`config.mk`:
```
export PLATFORM = sky130hd
export DESIGN_NAME = ppf_div
export DESIGN_NICKNAME = d
export VERILOG_FILES = /design/src/rtl/ppf_pkg.sv /design/src/rtl/ppf_div.sv
export SDC_FILE = /design/constraint.sdc
export NUM_CORES = 2
export LEC_CHECK = 0
export BUFFER_PORTS_ARGS = -buffer_cell sky130_fd_sc_hd__buf_2
export CAP_MARGIN = 20
export CORE_MARGIN = 2
export CORE_UTILIZATION = 54
export DETAILED_ROUTE_END_ITERATION = 8
export GPL_TIMING_DRIVEN = 0
export PLACE_DENSITY = 0.7
export SLEW_MARGIN = 0
export SYNTH_ARGS = -nofsm -noshare
export SYNTH_HDL_FRONTEND = slang
export SYNTH_SLANG_ARGS = --single-unit
export TNS_END_PERCENT = 100
```
`constraint.sdc`:
```
create_clock -name aclk -period 8.2 [get_ports aclk]
set_input_delay 0.82 -clock aclk [delete_from_list [all_inputs] [get_ports aclk]]
set_output_delay 0.82 -clock aclk [all_outputs]
set_load 0.05 [all_outputs]
```
`src/rtl/ppf_pkg.sv`:
```
// shared types, widths and register codes for the particle pair force block
`default_nettype none

package ppf_pkg;

    // field and datapath widths
    localparam int POS_W      = 16;
    localparam int SQ_W       = 34;
    localparam int ROOT_W     = SQ_W / 2;
    localparam int NUM_W      = 49;
    localparam int DEN_W      = 44;
    localparam int QUO_W      = 16;
    localparam int CFG_IDX_W  = 3;
    localparam int CFG_DATA_W = 32;
    localparam int GAIN_FRAC  = 12;

    // register indexes
    localparam logic [CFG_IDX_W-1:0] CFG_MIN_DIST     = 3'd0;
    localparam logic [CFG_IDX_W-1:0] CFG_ATTRACT_DIST = 3'd1;
    localparam logic [CFG_IDX_W-1:0] CFG_REPULSION    = 3'd2;
    localparam logic [CFG_IDX_W-1:0] CFG_COHESION     = 3'd3;
    localparam logic [CFG_IDX_W-1:0] CFG_NEAR_CUTOFF  = 3'd4;

    // register reset values
    localparam logic [15:0] RST_MIN_DIST     = 16'd253;
    localparam logic [15:0] RST_ATTRACT_DIST = 16'd518;
    localparam logic [15:0] RST_REPULSION    = 16'd16220;
    localparam logic [15:0] RST_COHESION     = 16'd405;
    localparam logic [31:0] RST_NEAR_CUTOFF  = 32'd655;

    typedef enum logic [1:0] {
        REGIME_NONE     = 2'd0,
        REGIME_REPEL    = 2'd1,
        REGIME_COHESION = 2'd2
    } regime_t;

    typedef struct packed {
        logic [POS_W-1:0] a_pos_x;
        logic [POS_W-1:0] a_pos_y;
        logic [POS_W-1:0] b_pos_x;
        logic [POS_W-1:0] b_pos_y;
    } in_t;

    typedef struct packed {
        logic signed [15:0] delta_vx;
        logic signed [15:0] delta_vy;
        regime_t            regime;
    } out_t;

endpackage

`default_nettype wire

```
`src/rtl/ppf_div.sv`:
```
// pipelined restoring divider, one quotient bit per stage
`default_nettype none

module ppf_div import ppf_pkg::*; (
    input  wire logic             aclk,
    input  wire logic             en,
    input  wire logic [NUM_W-1:0] num_in,
    input  wire logic [DEN_W-1:0] den_in,
    output logic      [QUO_W-1:0] quo_out
);

    localparam int CMP_W = DEN_W + QUO_W;

    logic [NUM_W-1:0] rem_reg  [QUO_W];
    logic [NUM_W-1:0] rem_next [QUO_W];
    logic [NUM_W-1:0] rem_src  [QUO_W];
    logic [DEN_W-1:0] den_reg  [QUO_W];
    logic [DEN_W-1:0] den_src  [QUO_W];
    logic [QUO_W-1:0] quo_reg  [QUO_W];
    logic [QUO_W-1:0] quo_next [QUO_W];
    logic [QUO_W-1:0] quo_src  [QUO_W];

    // stage inputs
    always_comb begin
        rem_src[0] = num_in;
        den_src[0] = den_in;
        quo_src[0] = '0;
        for (int s = 1; s < QUO_W; s++) begin
            rem_src[s] = rem_reg[s-1];
            den_src[s] = den_reg[s-1];
            quo_src[s] = quo_reg[s-1];
        end
    end

    // compare and subtract the shifted divisor, msb first
    always_comb begin
        logic [CMP_W-1:0] shifted;
        logic [CMP_W-1:0] rem_ext;
        for (int s = 0; s < QUO_W; s++) begin
            shifted = {{QUO_W{1'b0}}, den_src[s]} << (QUO_W - 1 - s);
            rem_ext = {{(CMP_W - NUM_W){1'b0}}, rem_src[s]};
            if (rem_ext >= shifted) begin
                rem_next[s] = NUM_W'(rem_ext - shifted);
                quo_next[s] = {quo_src[s][QUO_W-2:0], 1'b1};
            end else begin
                rem_next[s] = rem_src[s];
                quo_next[s] = {quo_src[s][QUO_W-2:0], 1'b0};
            end
        end
    end

    // stage registers
    always_ff @(posedge aclk) begin
        if (en) begin
            for (int s = 0; s < QUO_W; s++) begin
                rem_reg[s] <= rem_next[s];
                den_reg[s] <= den_src[s];
                quo_reg[s] <= quo_next[s];
            end
        end
    end

    assign quo_out = quo_reg[QUO_W-1];

endmodule

`default_nettype wire

```
==> Flow_metrics.wiki <==
{| class="wikitable"
! Metric !! Value
|-
| Count of synthesis-stage warnings from yosys || 0
|-
| Routed vias/inst || ~5.7
|-
| Final-report max-slew violation count || 0
|-
| Worst reg2reg setup slack || 2070 ps
|-
| Cell types occupying the most area after synthesis || sky130_fd_sc_hd__edfxtp_1, sky130_fd_sc_hd__ha_1, sky130_fd_sc_hd__mux2_2, sky130_fd_sc_hd__a21oi_1, sky130_fd_sc_hd__inv_1
|-
| Normalized max-slew margin || 0.1179
|-
| Least-Margin Pin Slew || 1323 ps
|-
| Flip-flop cell with the highest count after synthesis || sky130_fd_sc_hd__edfxtp_1
|-
| First-pass GRT wire length || 340400 um
|-
| Wire length on met2 || 121500 um
|-
| Die H || 409.9 um
|-
| Post-Syn Area per Cell || around 11 um2
|-
| Syn Inst Count || 8027
|-
| Critical path startpoint category || register
|-
| Width of the die || between 400 and 500 um
|-
| CTS tree || done
|-
| Setup clock skew after layout || 40.90 ps
|-
| Total CTS buffers || 167
|-
| Vias || 61150
|-
| Crit Path Category || reg2reg
|-
| Source-to-sink clock delay at the later pin of the worst-skew pair || 830 ps
|-
| Sinks on the clock net || ~1500
|-
| Floorplan row count || 148
|-
| DRC violation count after routing || 0
|-
| Routed wire length || 220800 um
|-
| CTS root buffer || sky130_fd_sc_hd__clkbuf_16
|-
| IO buf count || 110
|-
| Hold Path Cell Cnt || 1
|-
| Starting density of the core || 0.5454
|-
| Clock buffer depth || 3
|-
| Number of maximum-capacitance constraint violations || 0
|-
| Type of destination of the critical path || register
|-
| Total length of routed met3 wires || between 6000 and 7000 um
|-
| End point of the critical path || rem_reg[1][193]
|-
| Register cell area after layout || 45970 um2
|-
| Number of gates resized after cts || 0
|-
| Average wire per cell in the routed design || 20.76 um
|-
| Most instantiated library cell after synthesis || sky130_fd_sc_hd__edfxtp_1
|-
| Critical Path AT || 6770 ps
|-
| Overall power of the completed layout || around 25 mW
|-
| Overflow left after global routing || 0
|-
| Crit path max fanout || 10
|-
| Max FFs per register || 735
|-
| Final setup violation count || 0
|-
| Endpoint of the worst-slack reg-to-reg timing path || rem_reg[1][193]
|-
| Syn Nets || roughly 9000
|-
| Count of nets left with antenna violations after detail routing || 0
|-
| Worst Setup SP || rem_reg[1][105]
|-
| First-pass detailed-route iteration total || 6
|-
| Number of nets in the finished design || just over 9000
|-
| Achievable clock frequency || about 160 MHz
|-
| Unrepaired setup endpoints after global routing || no
|-
| Total global-route track usage || 0.2616
|-
| Clk slew on worst S/H paths || 60 ps
|-
| Reg2Reg Launch Point || rem_reg[1][105]
|-
| Number of H-tree levels || 4
|-
| Post-route standard cell area excluding fillers || 98070 um2
|-
| Time the worst path needs with I/O delays and setup || 6131 ps
|-
| Multi-input gate area || a little under 40000 um2
|-
| Result of the run || completed
|-
| Share of async-settable or async-resettable flops after synthesis || 0
|-
| Ranking of synthesized cells by instance count || sky130_fd_sc_hd__edfxtp_1, sky130_fd_sc_hd__inv_1, sky130_fd_sc_hd__a21oi_1
|-
| Worst Min Path Start || den_in[40]
|-
| Proportion of layout cells with a drive suffix above 1 || 0.09449
|-
| Crit path required time || 8840 ps
|-
| Yosys reg bits || 1531
|-
| Placed cell areas || between 90000 and 100000 um2
|-
| Number of antenna violations at the first check in global routing || 4
|-
| First DRT Iteration DRCs || about 3800
|-
| Largest net degree at the start of global routing || 200
|-
| Min-delay worst type || in2reg
|-
| Met1 Routed Length || between 70000 and 80000 um
|-
| Final hold viol count || 0
|-
| Static leakage || slightly above 40 nW
|-
| Summed instance area of the synthesized netlist || 88980 um2
|-
| Post-CTS Hold Fix Bufs || 0
|-
| Number of buffers inserted by post-CTS setup repair || 0
|-
| Via count of the first global-routing pass || ~63000
|-
| Post-synth EDFFs || 1531
|-
| Maximum resistive drop on vdd || 0.0002282 V
|-
| Fraction of synthesized cell area taken by the top area cell type || 0.5167
|-
| Number of cells on the worst reg-to-reg path || 14
|-
| Part of the Yosys area used for sequential elements || 0.5167
|-
| Die area || 168000 um2
|-
| Area of the core || 163100 um2
|-
| Highest metal used || met4
|-
| Ratio of final minimum period to clock period || 0.7477
|-
| I/O pin count || 111
|-
| FILL cells || 13030
|-
| Placer congestion estimate || 0.9931
|-
| P&R area growth vs syn || 10.21%
|-
| Detailed placer's ending HPWL || 173600 um
|-
| Total negative slack for setup checks || 0 ps
|-
| Ratio of total power to cell area || roughly 260 nW/um2
|-
| Post-Route Utilization || 0.6011
|-
| Post-synth top area cell || sky130_fd_sc_hd__edfxtp_1
|-
| Distinct cells, synth || 96
|}
## report_power, final
part	switching [mW]	leakage [nW]	internal, mW
combinational	4.43	22.7	2.97
clock	3.11	2.61	4.23
sequential	0.489	15.0	9.86
total	8.02	40.3	17.1
## cells by family after synthesis
kind of cell / Yosys count / share of synthesized area
compound gates: 2170 / 0.1536
xor+xnor: 545 / 0.05364
fa+ha+maj: 664 / 0.09463
buf+inv: 1066 / 0.04587
flops: 1531 / 0.5167
mux: 346 / 0.04359
simple gates: 1705 / 0.09200
## final cells by class
type,count,share of cell area
Timing Repair Buffer,131,0.009161
Sequential cell,1531,0.4688
Multi-Input combinational cell,5430,0.3975
Buffer,236,0.009850
Antenna cell,8,0.0002041
Tap cell,2175,0.02775
Inverter,830,0.03177
Clock buffer,197,0.04398
Clock inverter,101,0.01099
## per-layer routing
layer / vias up / global-route usage
li1: 30120 / -
met1: 28860 / 0.2398
met2: 1496 / 0.5153
met3: 669 / 0.02931
met4: 0 / 0.2052
met5: - / 0
## per-stage QoR
step | setup slack, ps | cells | hold WS, ps
finish | 2069 | 10640 | 188.3
global route | 1888 | 10640 | 139.4
CTS | 2071 | 10630 | 112.8
detailed placement | 2102 | 10330 | 404.5
global placement | -16960 | 10310 | 400.2
floorplan | 4205 | 8027 | 400.3
## critical path, stage by stage, from the launching register on
cell and delay [ps]:
sky130_fd_sc_hd__edfxtp_1 390, sky130_fd_sc_hd__ha_1 390, sky130_fd_sc_hd__a21oi_1 170, sky130_fd_sc_hd__nor2b_1 80
sky130_fd_sc_hd__nor4b_1 670, sky130_fd_sc_hd__o21ai_0 320, sky130_fd_sc_hd__a21oi_1 540, sky130_fd_sc_hd__o211ai_1 250
sky130_fd_sc_hd__a31oi_1 510, sky130_fd_sc_hd__o41ai_1 160, sky130_fd_sc_hd__a21oi_1 850, sky130_fd_sc_hd__buf_2 540
sky130_fd_sc_hd__clkbuf_1 760, sky130_fd_sc_hd__nand2_1 140, sky130_fd_sc_hd__o21ai_0 140
## how the worst min path moves through the flow
stage,to
2_1_floorplan,quo_reg[0][100]
3_3_place_gp,quo_reg[1][83]
3_5_place_dp,quo_reg[0][113]
4_1_cts,rem_reg[0][13]
5_1_grt,rem_reg[0][12]
6_report,den_reg[0][40]
## placed cells by master (no fill, tap or decap), types with 15 or more instances in the layout
master / netlist / layout
sky130_fd_sc_hd__edfxtp_1: 1531 / 1531
sky130_fd_sc_hd__inv_1: 828 / 828
sky130_fd_sc_hd__a21oi_1: 690 / 689
sky130_fd_sc_hd__ha_1: 649 / 649
sky130_fd_sc_hd__nand2_1: 501 / 501
sky130_fd_sc_hd__o21ai_0: 473 / 473
sky130_fd_sc_hd__nor2_1: 442 / 442
sky130_fd_sc_hd__a21o_1: 369 / 369
sky130_fd_sc_hd__xnor2_1: 336 / 336
sky130_fd_sc_hd__mux2_2: 317 / 317
sky130_fd_sc_hd__clkbuf_1: 180 / 209
sky130_fd_sc_hd__xor2_1: 209 / 209
sky130_fd_sc_hd__clkbuf_16: 0 / 168
sky130_fd_sc_hd__buf_2: 36 / 147
sky130_fd_sc_hd__nand4_1: 125 / 125
sky130_fd_sc_hd__nand3_1: 119 / 119
sky130_fd_sc_hd__nor3_1: 111 / 109
sky130_fd_sc_hd__o21bai_1: 102 / 102
sky130_fd_sc_hd__nor2b_1: 83 / 83
sky130_fd_sc_hd__nand2b_1: 77 / 77
sky130_fd_sc_hd__o21a_1: 75 / 75
sky130_fd_sc_hd__a31oi_1: 68 / 68
sky130_fd_sc_hd__a211oi_1: 63 / 63
sky130_fd_sc_hd__o31ai_1: 48 / 48
sky130_fd_sc_hd__and3_1: 47 / 47
sky130_fd_sc_hd__nor4_1: 43 / 40
sky130_fd_sc_hd__o211ai_1: 36 / 36
sky130_fd_sc_hd__clkinv_1: 1 / 35
sky130_fd_sc_hd__and2_1: 31 / 31
sky130_fd_sc_hd__clkinv_2: 0 / 29
sky130_fd_sc_hd__or3_1: 26 / 26
sky130_fd_sc_hd__a31o_2: 19 / 19
sky130_fd_sc_hd__or2_2: 18 / 18
sky130_fd_sc_hd__a21boi_0: 18 / 18
sky130_fd_sc_hd__a41oi_1: 17 / 17
sky130_fd_sc_hd__nor4b_1: 16 / 15
sky130_fd_sc_hd__a211o_1: 15 / 15
sky130_fd_sc_hd__mux2_1: 15 / 15
sky130_fd_sc_hd__fa_1: 15 / 15
(Power assumes the default switching activity.)
