File: src/rtl/ppf_pkg.sv
// shared types, widths and register codes for the particle pair force block
`default_nettype none

package ppf_pkg;

    // field and datapath widths
    localparam int POS_W      = 16;
    localparam int SQ_W       = 34;
    localparam int ROOT_W     = SQ_W / 2;
    localparam int NUM_W      = 49;
    localparam int DEN_W      = 44;
    localparam int QUO_W      = 16;
    localparam int CFG_IDX_W  = 3;
    localparam int CFG_DATA_W = 32;
    localparam int GAIN_FRAC  = 12;

    // register indexes
    localparam logic [CFG_IDX_W-1:0] CFG_MIN_DIST     = 3'd0;
    localparam logic [CFG_IDX_W-1:0] CFG_ATTRACT_DIST = 3'd1;
    localparam logic [CFG_IDX_W-1:0] CFG_REPULSION    = 3'd2;
    localparam logic [CFG_IDX_W-1:0] CFG_COHESION     = 3'd3;
    localparam logic [CFG_IDX_W-1:0] CFG_NEAR_CUTOFF  = 3'd4;

    // register reset values
    localparam logic [15:0] RST_MIN_DIST     = 16'd253;
    localparam logic [15:0] RST_ATTRACT_DIST = 16'd518;
    localparam logic [15:0] RST_REPULSION    = 16'd16220;
    localparam logic [15:0] RST_COHESION     = 16'd405;
    localparam logic [31:0] RST_NEAR_CUTOFF  = 32'd655;

    typedef enum logic [1:0] {
        REGIME_NONE     = 2'd0,
        REGIME_REPEL    = 2'd1,
        REGIME_COHESION = 2'd2
    } regime_t;

    typedef struct packed {
        logic [POS_W-1:0] a_pos_x;
        logic [POS_W-1:0] a_pos_y;
        logic [POS_W-1:0] b_pos_x;
        logic [POS_W-1:0] b_pos_y;
    } in_t;

    typedef struct packed {
        logic signed [15:0] delta_vx;
        logic signed [15:0] delta_vy;
        regime_t            regime;
    } out_t;

endpackage

`default_nettype wire

File: src/rtl/ppf_isqrt.sv
// pipelined integer square root, one root bit per stage
`default_nettype none

module ppf_isqrt import ppf_pkg::*; (
    input  wire logic              aclk,
    input  wire logic              en,
    input  wire logic [SQ_W-1:0]   sq_in,
    output logic      [ROOT_W-1:0] root_out
);

    localparam int REM_W = ROOT_W + 2;

    logic [REM_W-1:0]  rem_reg  [ROOT_W];
    logic [REM_W-1:0]  rem_next [ROOT_W];
    logic [REM_W-1:0]  rem_src  [ROOT_W];
    logic [ROOT_W-1:0] root_reg  [ROOT_W];
    logic [ROOT_W-1:0] root_next [ROOT_W];
    logic [ROOT_W-1:0] root_src  [ROOT_W];
    logic [SQ_W-1:0]   val_reg  [ROOT_W];
    logic [SQ_W-1:0]   val_next [ROOT_W];
    logic [SQ_W-1:0]   val_src  [ROOT_W];

    // stage inputs: first stage takes the square, the rest the stage before
    always_comb begin
        rem_src[0]  = '0;
        root_src[0] = '0;
        val_src[0]  = sq_in;
        for (int k = 1; k < ROOT_W; k++) begin
            rem_src[k]  = rem_reg[k-1];
            root_src[k] = root_reg[k-1];
            val_src[k]  = val_reg[k-1];
        end
    end

    // one digit recurrence step per stage
    always_comb begin
        logic [REM_W-1:0] cand;
        logic [REM_W-1:0] trial;
        for (int k = 0; k < ROOT_W; k++) begin
            cand  = {rem_src[k][REM_W-3:0], val_src[k][SQ_W-1 -: 2]};
            trial = {root_src[k], 2'b01};
            if (cand >= trial) begin
                rem_next[k]  = cand - trial;
                root_next[k] = {root_src[k][ROOT_W-2:0], 1'b1};
            end else begin
                rem_next[k]  = cand;
                root_next[k] = {root_src[k][ROOT_W-2:0], 1'b0};
            end
            val_next[k] = {val_src[k][SQ_W-3:0], 2'b00};
        end
    end

    // stage registers
    always_ff @(posedge aclk) begin
        if (en) begin
            for (int k = 0; k < ROOT_W; k++) begin
                rem_reg[k]  <= rem_next[k];
                root_reg[k] <= root_next[k];
                val_reg[k]  <= val_next[k];
            end
        end
    end

    assign root_out = root_reg[ROOT_W-1];

endmodule

`default_nettype wire

File: config.mk
export PLATFORM = sky130hd
export DESIGN_NAME = ppf_isqrt
export DESIGN_NICKNAME = d
export VERILOG_FILES = /design/src/rtl/ppf_pkg.sv /design/src/rtl/ppf_isqrt.sv
export SDC_FILE = /design/constraint.sdc
export NUM_CORES = 1
export LEC_CHECK = 0
export BUFFER_PORTS_ARGS = -buffer_cell sky130_fd_sc_hd__buf_2
export CAP_MARGIN = 30
export CORE_ASPECT_RATIO = 0.8
export CORE_MARGIN = 1.5
export CORE_UTILIZATION = 50
export CTS_CLUSTER_SIZE = 20
export DETAILED_ROUTE_END_ITERATION = 8
export PLACE_DENSITY = 0.7
export SLEW_MARGIN = 5
export SYNTH_ARGS = -nofsm -noshare
export SYNTH_HDL_FRONTEND = slang
export SYNTH_SLANG_ARGS = --single-unit
File: constraint.sdc
create_clock -name aclk -period 3.42 [get_ports aclk]
set_input_delay 0.513 -clock aclk [delete_from_list [all_inputs] [get_ports aclk]]
set_output_delay 0.513 -clock aclk [all_outputs]
set_load 0.01 [all_outputs]
==> results of run 1 <==
-- how the worst max path moves through the flow --
stage / end / slack [ns] / cells after the start
finish: rem_reg[0][192] / 0.22 / 9
global placement: rem_reg[0][287] / 0.13 / 9
CTS: rem_reg[0][287] / 0.19 / 9
detailed placement: rem_reg[0][287] / 0.20 / 9
floorplan: rem_reg[0][204] / 0.63 / 8
global route: rem_reg[0][192] / 0.04 / 10
-- worst max-delay path: stages, from the launching register on --
cell and delay (ns):
sky130_fd_sc_hd__edfxtp_1 0.40, sky130_fd_sc_hd__ha_1 0.39, sky130_fd_sc_hd__a21o_1 0.20, sky130_fd_sc_hd__a21o_1 0.20
sky130_fd_sc_hd__a311o_1 0.44, sky130_fd_sc_hd__or4_4 0.52, sky130_fd_sc_hd__o32ai_4 0.22, sky130_fd_sc_hd__buf_4 0.26
sky130_fd_sc_hd__buf_4 0.20, sky130_fd_sc_hd__o21ai_0 0.11
-- cells by family (layout without fill, tap and decap cells) --
logic type,count (synthesis),count (layout),share of synthesized area
DFF,679,679,0.6506
and+or+nand+nor,554,554,0.08772
AOI/OAI and AO/OA,449,449,0.09139
buffers and inverters,241,428,0.02978
xor gates and xnor gates,171,171,0.04779
adders and majority gates,170,170,0.06787
muxes,70,70,0.02471
other,1,1,0.0001197
-- per-stage QoR --
stage | hold WS, ns | utilization | std cells | setup slack (ns) | instance area, um2
2_1_floorplan | 0.4003 | - | 2335 | 0.6342 | 31340
3_3_place_gp | 0.4002 | 0.5354 | 3226 | 0.1302 | 32940
3_5_place_dp | 0.4045 | 0.5354 | 3226 | 0.2044 | 32940
4_1_cts | 0.01924 | 0.5739 | 3352 | 0.1911 | 35310
5_1_grt | 0.02364 | 0.5740 | 3352 | 0.04353 | 35310
6_report | 0.05423 | 0.5740 | 3352 | 0.2172 | 35310
-- layout make-up --
cell class | count | area (um2)
clock buffers | 79 | 1785
clock inverters | 47 | 581.8
fillers | 4900 | 26200
inverters | 204 | 765.7
multi-input cells | 1415 | 10020
flip-flops and latches | 679 | 20390
well taps | 830 | 1039
repair buffers | 98 | 728.2
-- Yosys cell counts (all sizes together) (7+ instances only) --
| cell | number |
|---|---|
| xnor2 | 99 |
| nor2 | 170 |
| a21boi | 13 |
| nand2 | 121 |
| o21bai | 10 |
| a21o | 34 |
| ha | 170 |
| nand2b | 23 |
| nand4 | 25 |
| nand3b | 7 |
| buf | 15 |
| and3 | 8 |
| or2 | 10 |
| clkbuf | 22 |
| a211oi | 15 |
| o21ai | 111 |
| edfxtp | 679 |
| a31oi | 11 |
| inv | 204 |
| xor2 | 72 |
| or4 | 16 |
| nand3 | 30 |
| nor4 | 26 |
| a21oi | 132 |
| nor2b | 31 |
| o31ai | 11 |
| o31a | 7 |
| o211ai | 9 |
| nor3 | 43 |
| o21a | 40 |
| or3 | 19 |
| mux2 | 59 |
| nor3b | 8 |
| mux2i | 11 |
-- report_power, final --
group | total [mW] | internal (mW) | leakage [nW] | switching, mW
clock | 7.78 | 4.56 | 1.14 | 3.22
combinational | 3.88 | 1.73 | 5.92 | 2.15
sequential | 10.9 | 10.4 | 6.51 | 0.509
total | 22.5 | 16.7 | 13.6 | 5.88
-- metal layers --
metal / global-route usage / part of all wire / vias to the layer above
li1: - / - / 8951
met1: 0.2636 / 0.50 / 8717
met2: 0.2689 / 0.43 / 416
met3: 0.03410 / 0.054 / 93
met4: 0.04891 / 0.021 / 0
met5: 0 / 0 / -
==> results by stage, run 1 <==
Floorplanning:
- The full die area is 0.06420 mm2.
- The die extent in x is 282.9 um.
- The floorplan has 81 rows.
- Pin placement for this block handled 53 I/O pins.
- The core outline area is 0.06152 mm2.
- The floorplan step set the die height to 226.9 um.
- The initial core utilization is 0.5094.

Synth:
- The top flip-flop cell by instance count after synthesis is sky130_fd_sc_hd__edfxtp_1.
- The number of warnings issued by yosys is 0.
- The mean instance size in the synthesized netlist is 13.42 um2.
- Synthesis inferred 679 register bits.
- After synthesis the cells add up to 0.03134 mm2.
- The share of synthesized registers carrying an async set or reset is 0.
- When the netlist entered floorplanning its net count stood at 2541.
- The distinct cell type count after synthesis is 73.
- The proportion of synthesized chip area in sequential cells is 0.6506.
- Ranked by total cell area, the synthesized netlist is headed by sky130_fd_sc_hd__edfxtp_1 (65%), sky130_fd_sc_hd__ha_1 (6.8%), sky130_fd_sc_hd__xnor2_1 (2.8%).
- The count of mapped cells out of synthesis is 2335.
- The biggest area contributor in the post-synthesis netlist is sky130_fd_sc_hd__edfxtp_1.
- Of the post-synthesis cell area, the dominant cell type holds 0.6506.
- The synthesized design contains 679 enable-type register cells.

Setup path:
- The category of the worst setup path launch point is a register.
- The first element of the critical path is rem_reg[0][177].
- Setup slack on the worst reg-to-reg path comes out at 0.22 ns.
- The launch instance of the worst register-to-register path is rem_reg[0][177].
- The biggest fanout along the worst timing path is 13.
- The number of cells traversed by the worst register-to-register path is 9.
- The type of element capturing the critical path is a register.
- At the worst endpoint, the required time is 3.77 ns.
- The critical path class is reg2reg.
- STA puts the critical path data arrival time at 3.55 ns.
- The worst register-to-register path ends at rem_reg[0][192].

Finish:
- The area added between synthesis and finish is 12.68%.
- In the layout the commonest cells are sky130_fd_sc_hd__edfxtp_1 (679), sky130_fd_sc_hd__inv_1 (204), sky130_fd_sc_hd__ha_1 (170).
- For this run, the post-layout net count is 2673.
- The register with the most flip-flops in the layout has 272 of them.
- The number of antenna diodes in the final layout is 0.
- Leaving out fill and tap cells, the most frequent cell in the layout is sky130_fd_sc_hd__edfxtp_1.
- In the final layout, the share of cells above drive strength 1 is 0.1110.

Clocking:
- The post-cts sizing count is 0.
- TritonCTS built the clock tree.
- The CTS buffer count is 69.
- After clock tree synthesis, the clock-pin slew on the worst setup and hold paths is 0.06 ns.
- The number of setup buffers added after CTS is 0.
- After clock tree synthesis, the flow added hold-fix buffers numbering 0.
- In this run the deepest clock path goes through 3 buffers.
- The clock reaches the later pin of the worst-skew pair after 0.62 ns.
- The H-tree was split into 3 levels.
- For this design, the sink count on the clock tree is 679.
- The clock tree root buffer cell is sky130_fd_sc_hd__clkbuf_16.

Worst hold path:
- The number of cells traversed by the worst hold path is 1.
- For hold timing, the worst endpoint is val_reg[0][0].
- The class of the most critical hold timing path is in2reg.
- In this run the most critical hold path is launched from sq_in[0].

Drt:
- Detailed routing inserted a total of 18180 vias.
- The total iterations of the first detailed-routing run is 5.
- The number of DRC violations after detailed routing is 0.
- The routed length per instance is 16.78 um.
- The via count normalized by instance count is 5.423.
- The count of nets left with antenna violations after detail routing is 0.
- The final layout contains routed wiring with a total length of 56.26 mm.
- The detailed router finished its first iteration with 1350 violations.

Job:
- The count of max-cap constraint violations is 0.

Power and ir drop:
- The total power consumption of the routed design is 22.54 mW.
- The worst-case IR drop observed on VDD is 0.4429 mV.
- The analysis attributes to cell leakage a power of 13.58 nW.
- Dividing total power by cell area gives a power density of 638.2 mW/mm2.

GRT:
- The first global-routing pass estimated 92.03 mm of wire.
- The number of global-route vias before repair came to 18040.
- The leftover overflow at the end of global routing is 0.
- The overall routing resource usage is 0.1780.
- The number of antenna violations at the first check in global routing is 0.
- Entering global routing, the biggest net connects 93 pins.

Timing:
- Dividing the final minimum period by the clock period gives 0.9365.
- Setup violations remaining at the end of the flow were counted as 0.
- The hold violation total from the final report came to 0.
- Subtracting the final worst setup slack from the clock period gives 3.203 ns.
- The max-slew violation count came to 0.
- The maximum achievable frequency is 312.2 MHz.
- Adding up every negative setup slack in the final design gives 0 ns.
- The transition time at the pin with the least slew margin is 0.8005 ns.
- Setup repair after global routing left no endpoint under its margin.
- In this run the tightest slew margin relative to its limit is 0.4525.
- The worst setup skew after layout is 0.02038 ns.

Placement:
- The congestion estimate from routability-driven global placement came to 0.9054.
- The number of port buffers is 52.
- The sum of net half-perimeters after detailed placement is 39.70 mm.

Outcome:
- The run finished with clean final reports.
Note: power is estimated with default switching activity, not from simulation.
==> run 2, diff against run 1 <==
--- a/config.mk
+++ b/config.mk
@@ -12,7 +12,7 @@
 export CORE_UTILIZATION = 50
 export CTS_CLUSTER_SIZE = 20
 export DETAILED_ROUTE_END_ITERATION = 8
-export PLACE_DENSITY = 0.7
+export PLACE_DENSITY = 0.66
 export SLEW_MARGIN = 5
 export SYNTH_ARGS = -nofsm -noshare
 export SYNTH_HDL_FRONTEND = slang
==> results by stage, run 2 (synthesis gave the netlist of run 1 again) <==
Setup path:
- The worst register-to-register path begins at rem_reg[0][247].
- STA classifies the critical path startpoint as a register.
- The arrival time at the worst endpoint is 3.50 ns (-0.05 ns).
- The required time reported for the critical path endpoint is 3.78 ns (about the same).
- The endpoint of the worst-slack reg-to-reg timing path is rem_reg[0][269].
- The setup slack of the most critical reg-to-reg path is 0.28 ns (+0.06 ns).
- The most critical setup path has its startpoint at rem_reg[0][247].
- The type of element capturing the critical path is a register.
- The biggest fanout along the worst timing path is 15 (+2).
- The critical path is of the reg2reg type.
- The number of cells traversed by the worst register-to-register path is 9 (unchanged).

Timing:
- The transition time at the pin with the least slew margin is 0.9565 ns (+0.1559 ns).
- The worst setup skew after layout was 0.02591 ns (+0.005528 ns).
- The final critical-path share of the clock period is 0.9179 (-0.01854).
- Setup repair after global routing left no endpoint under its margin.
- The minimum setup slack in the final design is 0.2806 ns (+0.06341 ns).
- The maximum achievable frequency is 318.5 MHz (+2.0%).
- The hold violation total from the final report is 0 (unchanged).
- The final total negative setup slack is 0 ns (unchanged).
- The worst max-slew margin expressed relative to the limit is 0.3459 (-0.1066).
- The shortest clock period the worst path allows after layout came to 3.139 ns (-0.06341 ns).
- The max-slew violation count is 0 (unchanged).
- The total of endpoints with negative setup slack in the final report is 0 (unchanged).

Finish:
- The most common cell after layout, fill and taps aside is sky130_fd_sc_hd__edfxtp_1.
- The final-stage net count is 2673 (unchanged).
- The area of all sequential standard cells is 0.02039 mm2 (unchanged).
- The post-layout utilization of the core is 0.5725 (-0.001546).
- The ratio of cells with drive above 1 in the final layout is 0.1111 (about the same).
- The total area of multi-input combinational cells is 0.01002 mm2 (about the same).
- The number of flip-flops in the largest register is 272 (unchanged).
- The total of fill cells in the finished design came to 4867 (-0.67%).
- The area added between synthesis and finish is 12.38%.
- In the layout the commonest cells are sky130_fd_sc_hd__edfxtp_1 (679), sky130_fd_sc_hd__inv_1 (204), sky130_fd_sc_hd__ha_1 (170).

Clocking:
- The number of setup buffers added after CTS came to 0 (unchanged).
- The count of hold buffers inserted by post-cts repair is 0 (unchanged).
- The clock-pin slew reported for the worst setup and hold paths after clock tree synthesis is 0.06 ns (about the same).
- The number of sinks on the clock net came to 679 (unchanged).
- The post-cts sizing count was 0 (unchanged).
- The maximum level of the CTS H-tree came to 3 (unchanged).
- TritonCTS built the clock tree.
- The clock latency at the later pin of the worst-skew pair is 0.62 ns (about the same).
- The buffer depth of the longest clock path is 3 (unchanged).
- The CTS buffer count is 71 (+2.9%).
- In this run the clock root is driven by a sky130_fd_sc_hd__clkbuf_16.

Power and ir drop:
- The clock group share of total power was 0.337 (-0.008).
- The leakage component of the power is 13.53 nW (-0.31%).
- The relative contribution of sequential cells to total power came to 0.489 (+0.006).
- The switching fraction of total power is 0.2625 (+0.001622).
- The total power per unit cell area is 631.1 mW/mm2 (-1.1%).
- The maximum VDD drop came to 0.5781 mV (+31%).
- The combinational group share of total power is 0.173 (about the same).
- The switching power is 5.834 mW (-0.76%).
- The total power consumption of the routed design is 22.23 mW (-1.4%).
- The internal cell power is 16.39 mW (-1.6%).

Floorplanning:
- The core outline area is 0.06152 mm2 (unchanged).
- The chip height is 226.9 um (unchanged).
- The initial core utilization is 0.5094 (unchanged).
- The I/O pin count is 53 (unchanged).
- The placement row count is 81 (unchanged).
- The full die area was 0.06420 mm2 (unchanged).
- The die extent in x is 282.9 um (unchanged).

Placement:
- The weighted congestion at the end of routability-driven global placement was 0.9100 (+0.51%).
- The number of port buffers came to 52 (unchanged).
- The sum of net half-perimeters after detailed placement is 39.44 mm (-0.67%).
- The placement-stage worst setup slack is 0.3891 ns (+0.1847 ns).

Worst hold path:
- The class of the most critical hold timing path is in2reg.
- The launch point of the worst hold path is sq_in[3].
- The worst hold path terminates at val_reg[0][3].
- The number of cells traversed by the worst hold path came to 1 (unchanged).

Drt:
- The via count normalized by instance count is 5.414 (-0.16%).
- The total iterations of the first detailed-routing run is 6 (+1).
- The total wirelength of the detailed-routed design is 55.55 mm (-1.3%).
- The number of DRC violations after detailed routing came to 0 (unchanged).
- The total vias in the final route was 18150 (-0.16%).
- The count of nets left with antenna violations after detail routing came to 0 (unchanged).
- The detailed router's first-iteration violation count is 1467 (+8.7%).
- The routed length per instance was 16.57 um (-1.3%).

GRT:
- The number of antenna violations at the first check in global routing is 0 (unchanged).
- The leftover overflow at the end of global routing is 0 (unchanged).
- The pin count of the biggest net entering global routing is 85 (-8.6%).
- The wire length of the first global-routing pass is 90.53 mm (-1.6%).
- The overall routing resource usage is 0.1751 (-0.002897).
- The number of global-route vias before repair is 17600 (-2.5%).

Job:
- The count of max-cap constraint violations was 0 (unchanged).

Outcome:
- The run finished with clean final reports.
==> run 2: cell types whose count changed in the layout (fill, tap and decap cells not counted), sizes merged <==
cell / previous run / this run
clkbuf: 79 / 86
clkinv: 33 / 28
diode: 0 / 1
bufinv: 10 / 5
buf: 98 / 96
clkinvlp: 2 / 4
inv: 206 / 208
==> run 2: per-layer routing <==
layer	routed length (um)	track usage	part of all wire	vias to the layer above
met2	23890	0.2588	0.43	408
li1	-	-	-	8946
met1	27760	0.2622	0.50	8713
met5	0	0	0	-
met4	1031	0.04683	0.019	0
met3	2866	0.03753	0.052	81
==> run 2: cell type report <==
class                   count  area share
well taps                 830     0.02949
diodes                      1  0.00007105
clock buffers              86     0.05265
repair buffers             96     0.02061
inverters                 204     0.02174
flip-flops and latches    679      0.5789
multi-input cells        1415      0.2844
clock inverters            41     0.01211
==> run 2: worst max-delay path, cell delays in order (launching register included) <==
cell	delay, ns
sky130_fd_sc_hd__edfxtp_1	0.40
sky130_fd_sc_hd__ha_1	0.46
sky130_fd_sc_hd__o211ai_1	0.14
sky130_fd_sc_hd__o21ai_1	0.31
sky130_fd_sc_hd__o2111ai_1	0.26
sky130_fd_sc_hd__a32oi_1	0.41
sky130_fd_sc_hd__a311oi_1	0.16
sky130_fd_sc_hd__nor2_2	0.13
sky130_fd_sc_hd__buf_4	0.25
sky130_fd_sc_hd__mux2_2	0.36
==> run 2: worst max-delay path by stage <==
stage                                 end  slack (ns)
final                     rem_reg[0][269]        0.28
after global routing      rem_reg[0][269]        0.10
after CTS                 rem_reg[0][280]        0.35
after detailed placement  rem_reg[0][197]        0.39
after global placement    rem_reg[0][197]        0.41
after floorplan           rem_reg[0][204]        0.63
==> run 2: metrics by stage <==
step / cell area (um2) / cells / hold WS [ns]
after detailed placement: 32940 / 3224 / 0.4045
after global routing: 35220 / 3351 / 0.02366
final: 35220 / 3352 / 0.06546
after floorplan: 31340 / 2335 / 0.4003
after global placement: 32940 / 3224 / 0.4003
after CTS: 35220 / 3351 / 0.02227
==> run 2: power groups by stage <==
stage	sequential, mW	clock (mW)	combinational (mW)
global placement	11.0	0	3.68
floorplan	10.9	0	2.81
finish	10.9	7.50	3.85
global route	11.0	8.03	4.31
CTS	10.9	7.73	3.83
detailed placement	11.0	0	3.79
==> run 3, diff against run 2 <==
==> constraint.sdc (replaced) <==
create_clock -name aclk -period 3.5 [get_ports aclk]
set_input_delay 0.525 -clock aclk [delete_from_list [all_inputs] [get_ports aclk]]
set_output_delay 0.525 -clock aclk [all_outputs]
set_load 0.01 [all_outputs]
==> results by stage, run 3 (synthesis gave the netlist of run 1 again) <==
Setup path:
- The delay of the slowest critical-path stage was 0.53 ns (+0.07 ns).
- The category of the worst setup path launch point is a register.
- The arrival time at the worst endpoint came to 3.57 ns (+0.07 ns).
- The critical path is of the reg2reg type.
- The number of buffer and inverter instances along the worst setup path is 2 (+1).
- The biggest fanout along the worst timing path is 18 (+3).
- The required time reported for the critical path endpoint is 3.83 ns (+0.05 ns).
- Among all stages on the critical path, the largest delay is contributed by sky130_fd_sc_hd__or4_4.
- The cell family contributing the most delay on the critical path is compound AO/OA/AOI/OAI gates.
- By instance count, the cell type seen most on the critical path is sky130_fd_sc_hd__a21o_1.
- Traced cell by cell, the critical path runs through inv_1 > ha_1 > a21o_1 > a21o_1 > a311o_1 > or4_4 > o32ai_4 > buf_4 > o21ai_0.
- The worst setup path is captured at a register.

Finish:
- The final-stage net count is 2660 (-0.49%).
- The most common cell after layout, fill and taps aside is sky130_fd_sc_hd__edfxtp_1.
- Leaving out fill and tap cells, the most frequent cells in the layout are sky130_fd_sc_hd__edfxtp_1 (679), sky130_fd_sc_hd__inv_1 (204), sky130_fd_sc_hd__ha_1 (170).
- The total of fill cells in the finished design is 4912 (+0.92%).
- The area added between synthesis and finish is 11.88%.
- The ratio of cells with drive above 1 in the final layout is 0.1046 (-0.006476).
- The count of non-filler cells in the finished layout came to 3335 (-0.51%).
- The final antenna diode count was 0 (-1).
- The number of flip-flops in the largest register is 272 (unchanged).

Drt:
- The via count normalized by instance count was 5.451 (+0.69%).
- The total vias in the final route came to 18180 (+0.18%).
- The detailed router's first-iteration violation count is 1490 (+1.6%).
- The total iterations of the first detailed-routing run is 7 (+1).
- The routed length per instance is 16.17 um (-2.4%).
- The number of DRC violations after detailed routing is 0 (unchanged).
- The total wirelength of the detailed-routed design was 53.92 mm (-2.9%).
- The count of nets left with antenna violations after detail routing was 0 (unchanged).

Timing:
- The max-slew violation count is 0 (unchanged).
- The final total negative setup slack is 0 ns (unchanged).
- The maximum achievable frequency came to 308.8 MHz (-3.1%).
- The transition time at the pin with the least slew margin is 0.7627 ns (-0.1937 ns).
- The total of endpoints with negative setup slack in the final report is 0 (unchanged).
- Setup repair after global routing left no endpoint under its margin.
- The worst max-slew margin expressed relative to the limit was 0.4915 (+0.1457).
- The final critical-path share of the clock period is 0.9254 (+0.007412).
- The worst setup skew after layout is 0.02895 ns (+0.003043 ns).
- The shortest clock period the worst path allows after layout was 3.239 ns (+0.09938 ns).
- The hold violation total from the final report came to 0 (unchanged).

Outcome:
- The run finished with clean final reports.

GRT:
- The number of antenna violations at the first check in global routing is 0 (unchanged).
- The pin count of the biggest net entering global routing was 100 (+18%).
- The overall routing resource usage is 0.1679 (-0.007209).
- The wire length of the first global-routing pass came to 87.81 mm (-3.0%).
- The leftover overflow at the end of global routing is 0 (unchanged).
- The number of global-route vias before repair came to 17560 (-0.23%).

Placement:
- The weighted congestion at the end of routability-driven global placement is 0.9278 (+2.0%).
- The number of instances in the placed design is 3213 (-0.34%).
- The number of port buffers was 52 (unchanged).
- The sum of net half-perimeters after detailed placement is 38.17 mm (-3.2%).

Power and ir drop:
- The total power per unit cell area came to 613.2 mW/mm2 (-2.8%).
- The leakage component of the power came to 13.44 nW (-0.66%).
- The maximum VDD drop is 0.5493 mV (-5.0%).

Clocking:
- The clock-pin slew reported for the worst setup and hold paths after clock tree synthesis is 0.06 ns (about the same).
- The maximum level of the CTS H-tree is 3 (unchanged).
- The number of sinks on the clock net is 679 (unchanged).
- The buffer depth of the longest clock path is 3 (unchanged).
- The post-cts sizing count is 0 (unchanged).
- The CTS buffer count is 69 (-2.8%).
- The clock tree from TritonCTS is built.
- The clock latency at the later pin of the worst-skew pair was 0.61 ns (about the same).
- The clock tree root buffer cell is sky130_fd_sc_hd__clkbuf_16.
- The number of setup buffers added after CTS is 0 (unchanged).
- The count of hold buffers inserted by post-cts repair is 0 (unchanged).

Floorplanning:
- The initial core utilization is 0.5094 (unchanged).
- The placement row count is 81 (unchanged).
- The full die area is 0.06420 mm2 (unchanged).
- The I/O pin count is 53 (unchanged).
- The core outline area is 0.06152 mm2 (unchanged).
- The die extent in x was 282.9 um (unchanged).
- The chip height was 226.9 um (unchanged).

Job:
- The count of max-cap constraint violations came to 0 (unchanged).

Worst hold path:
- The min-delay analysis places its worst path in the category in2reg.
## run 3: changes by cell type in the layout (fill, tap and decap cells not counted), sizes merged
cell	previous run	this run
buf	96	85
clkinv	28	29
clkinvlp	4	2
clkbuf	86	83
inv	208	207
diode	1	0
## run 3: layout make-up
class | count | area (um2) | share of cell area
Clock buffer | 83 | 1779 | 0.05074
Timing Repair Buffer | 85 | 643.1 | 0.01834
Inverter | 204 | 765.7 | 0.02184
Sequential cell | 679 | 20390 | 0.5815
Tap cell | 830 | 1039 | 0.02962
Multi-Input combinational cell | 1415 | 10020 | 0.2857
Clock inverter | 39 | 430.4 | 0.01228
## run 3: final timing paths
kind               startpoint  slack (ns)              end  cells after the start
max          root_reg[0][159]        0.26  rem_reg[0][193]                      9
min                  sq_in[9]        0.09    val_reg[0][9]                      1
max reg2reg  root_reg[0][159]        0.26  rem_reg[0][193]                      9
min reg2reg   val_reg[0][380]        0.41  val_reg[0][414]                      0
## run 3: power by group
| part | internal, mW | total, mW | switching (mW) | leakage [nW] |
|---|---|---|---|---|
| combinational | 1.67 | 3.76 | 2.09 | 5.87 |
| sequential | 10.1 | 10.6 | 0.494 | 6.51 |
| clock | 4.06 | 7.11 | 3.06 | 1.06 |
## run 3: per-layer routing
| layer | vias up | part of all wire | global-route usage |
|---|---|---|---|
| li1 | 8935 | - | - |
| met5 | - | 0 | 0 |
| met3 | 86 | 0.056 | 0.03260 |
| met4 | 0 | 0.021 | 0.05376 |
| met2 | 433 | 0.43 | 0.2519 |
| met1 | 8726 | 0.49 | 0.2469 |
## run 3: per-stage QoR
stage,setup WS (ns),hold WS (ns),utilization,total power [mW],area (um2)
after global routing,0.1067,0.04681,0.5700,22.54,35060
after global placement,0.4037,0.4008,0.5340,14.31,32850
after detailed placement,0.3142,0.4045,0.5340,14.49,32850
final,0.2613,0.08613,0.5700,21.50,35060
after CTS,0.2955,0.03551,0.5700,21.67,35060
after floorplan,0.7142,0.4003,-,13.34,31340
## run 3: worst register-to-register path: stages, from the launching register on
cell and delay [ns]:
sky130_fd_sc_hd__edfxtp_1 0.35, sky130_fd_sc_hd__inv_1 0.05, sky130_fd_sc_hd__ha_1 0.38, sky130_fd_sc_hd__a21o_1 0.21
sky130_fd_sc_hd__a21o_1 0.20, sky130_fd_sc_hd__a311o_1 0.43, sky130_fd_sc_hd__or4_4 0.53, sky130_fd_sc_hd__o32ai_4 0.45
sky130_fd_sc_hd__buf_4 0.28, sky130_fd_sc_hd__o21ai_0 0.10
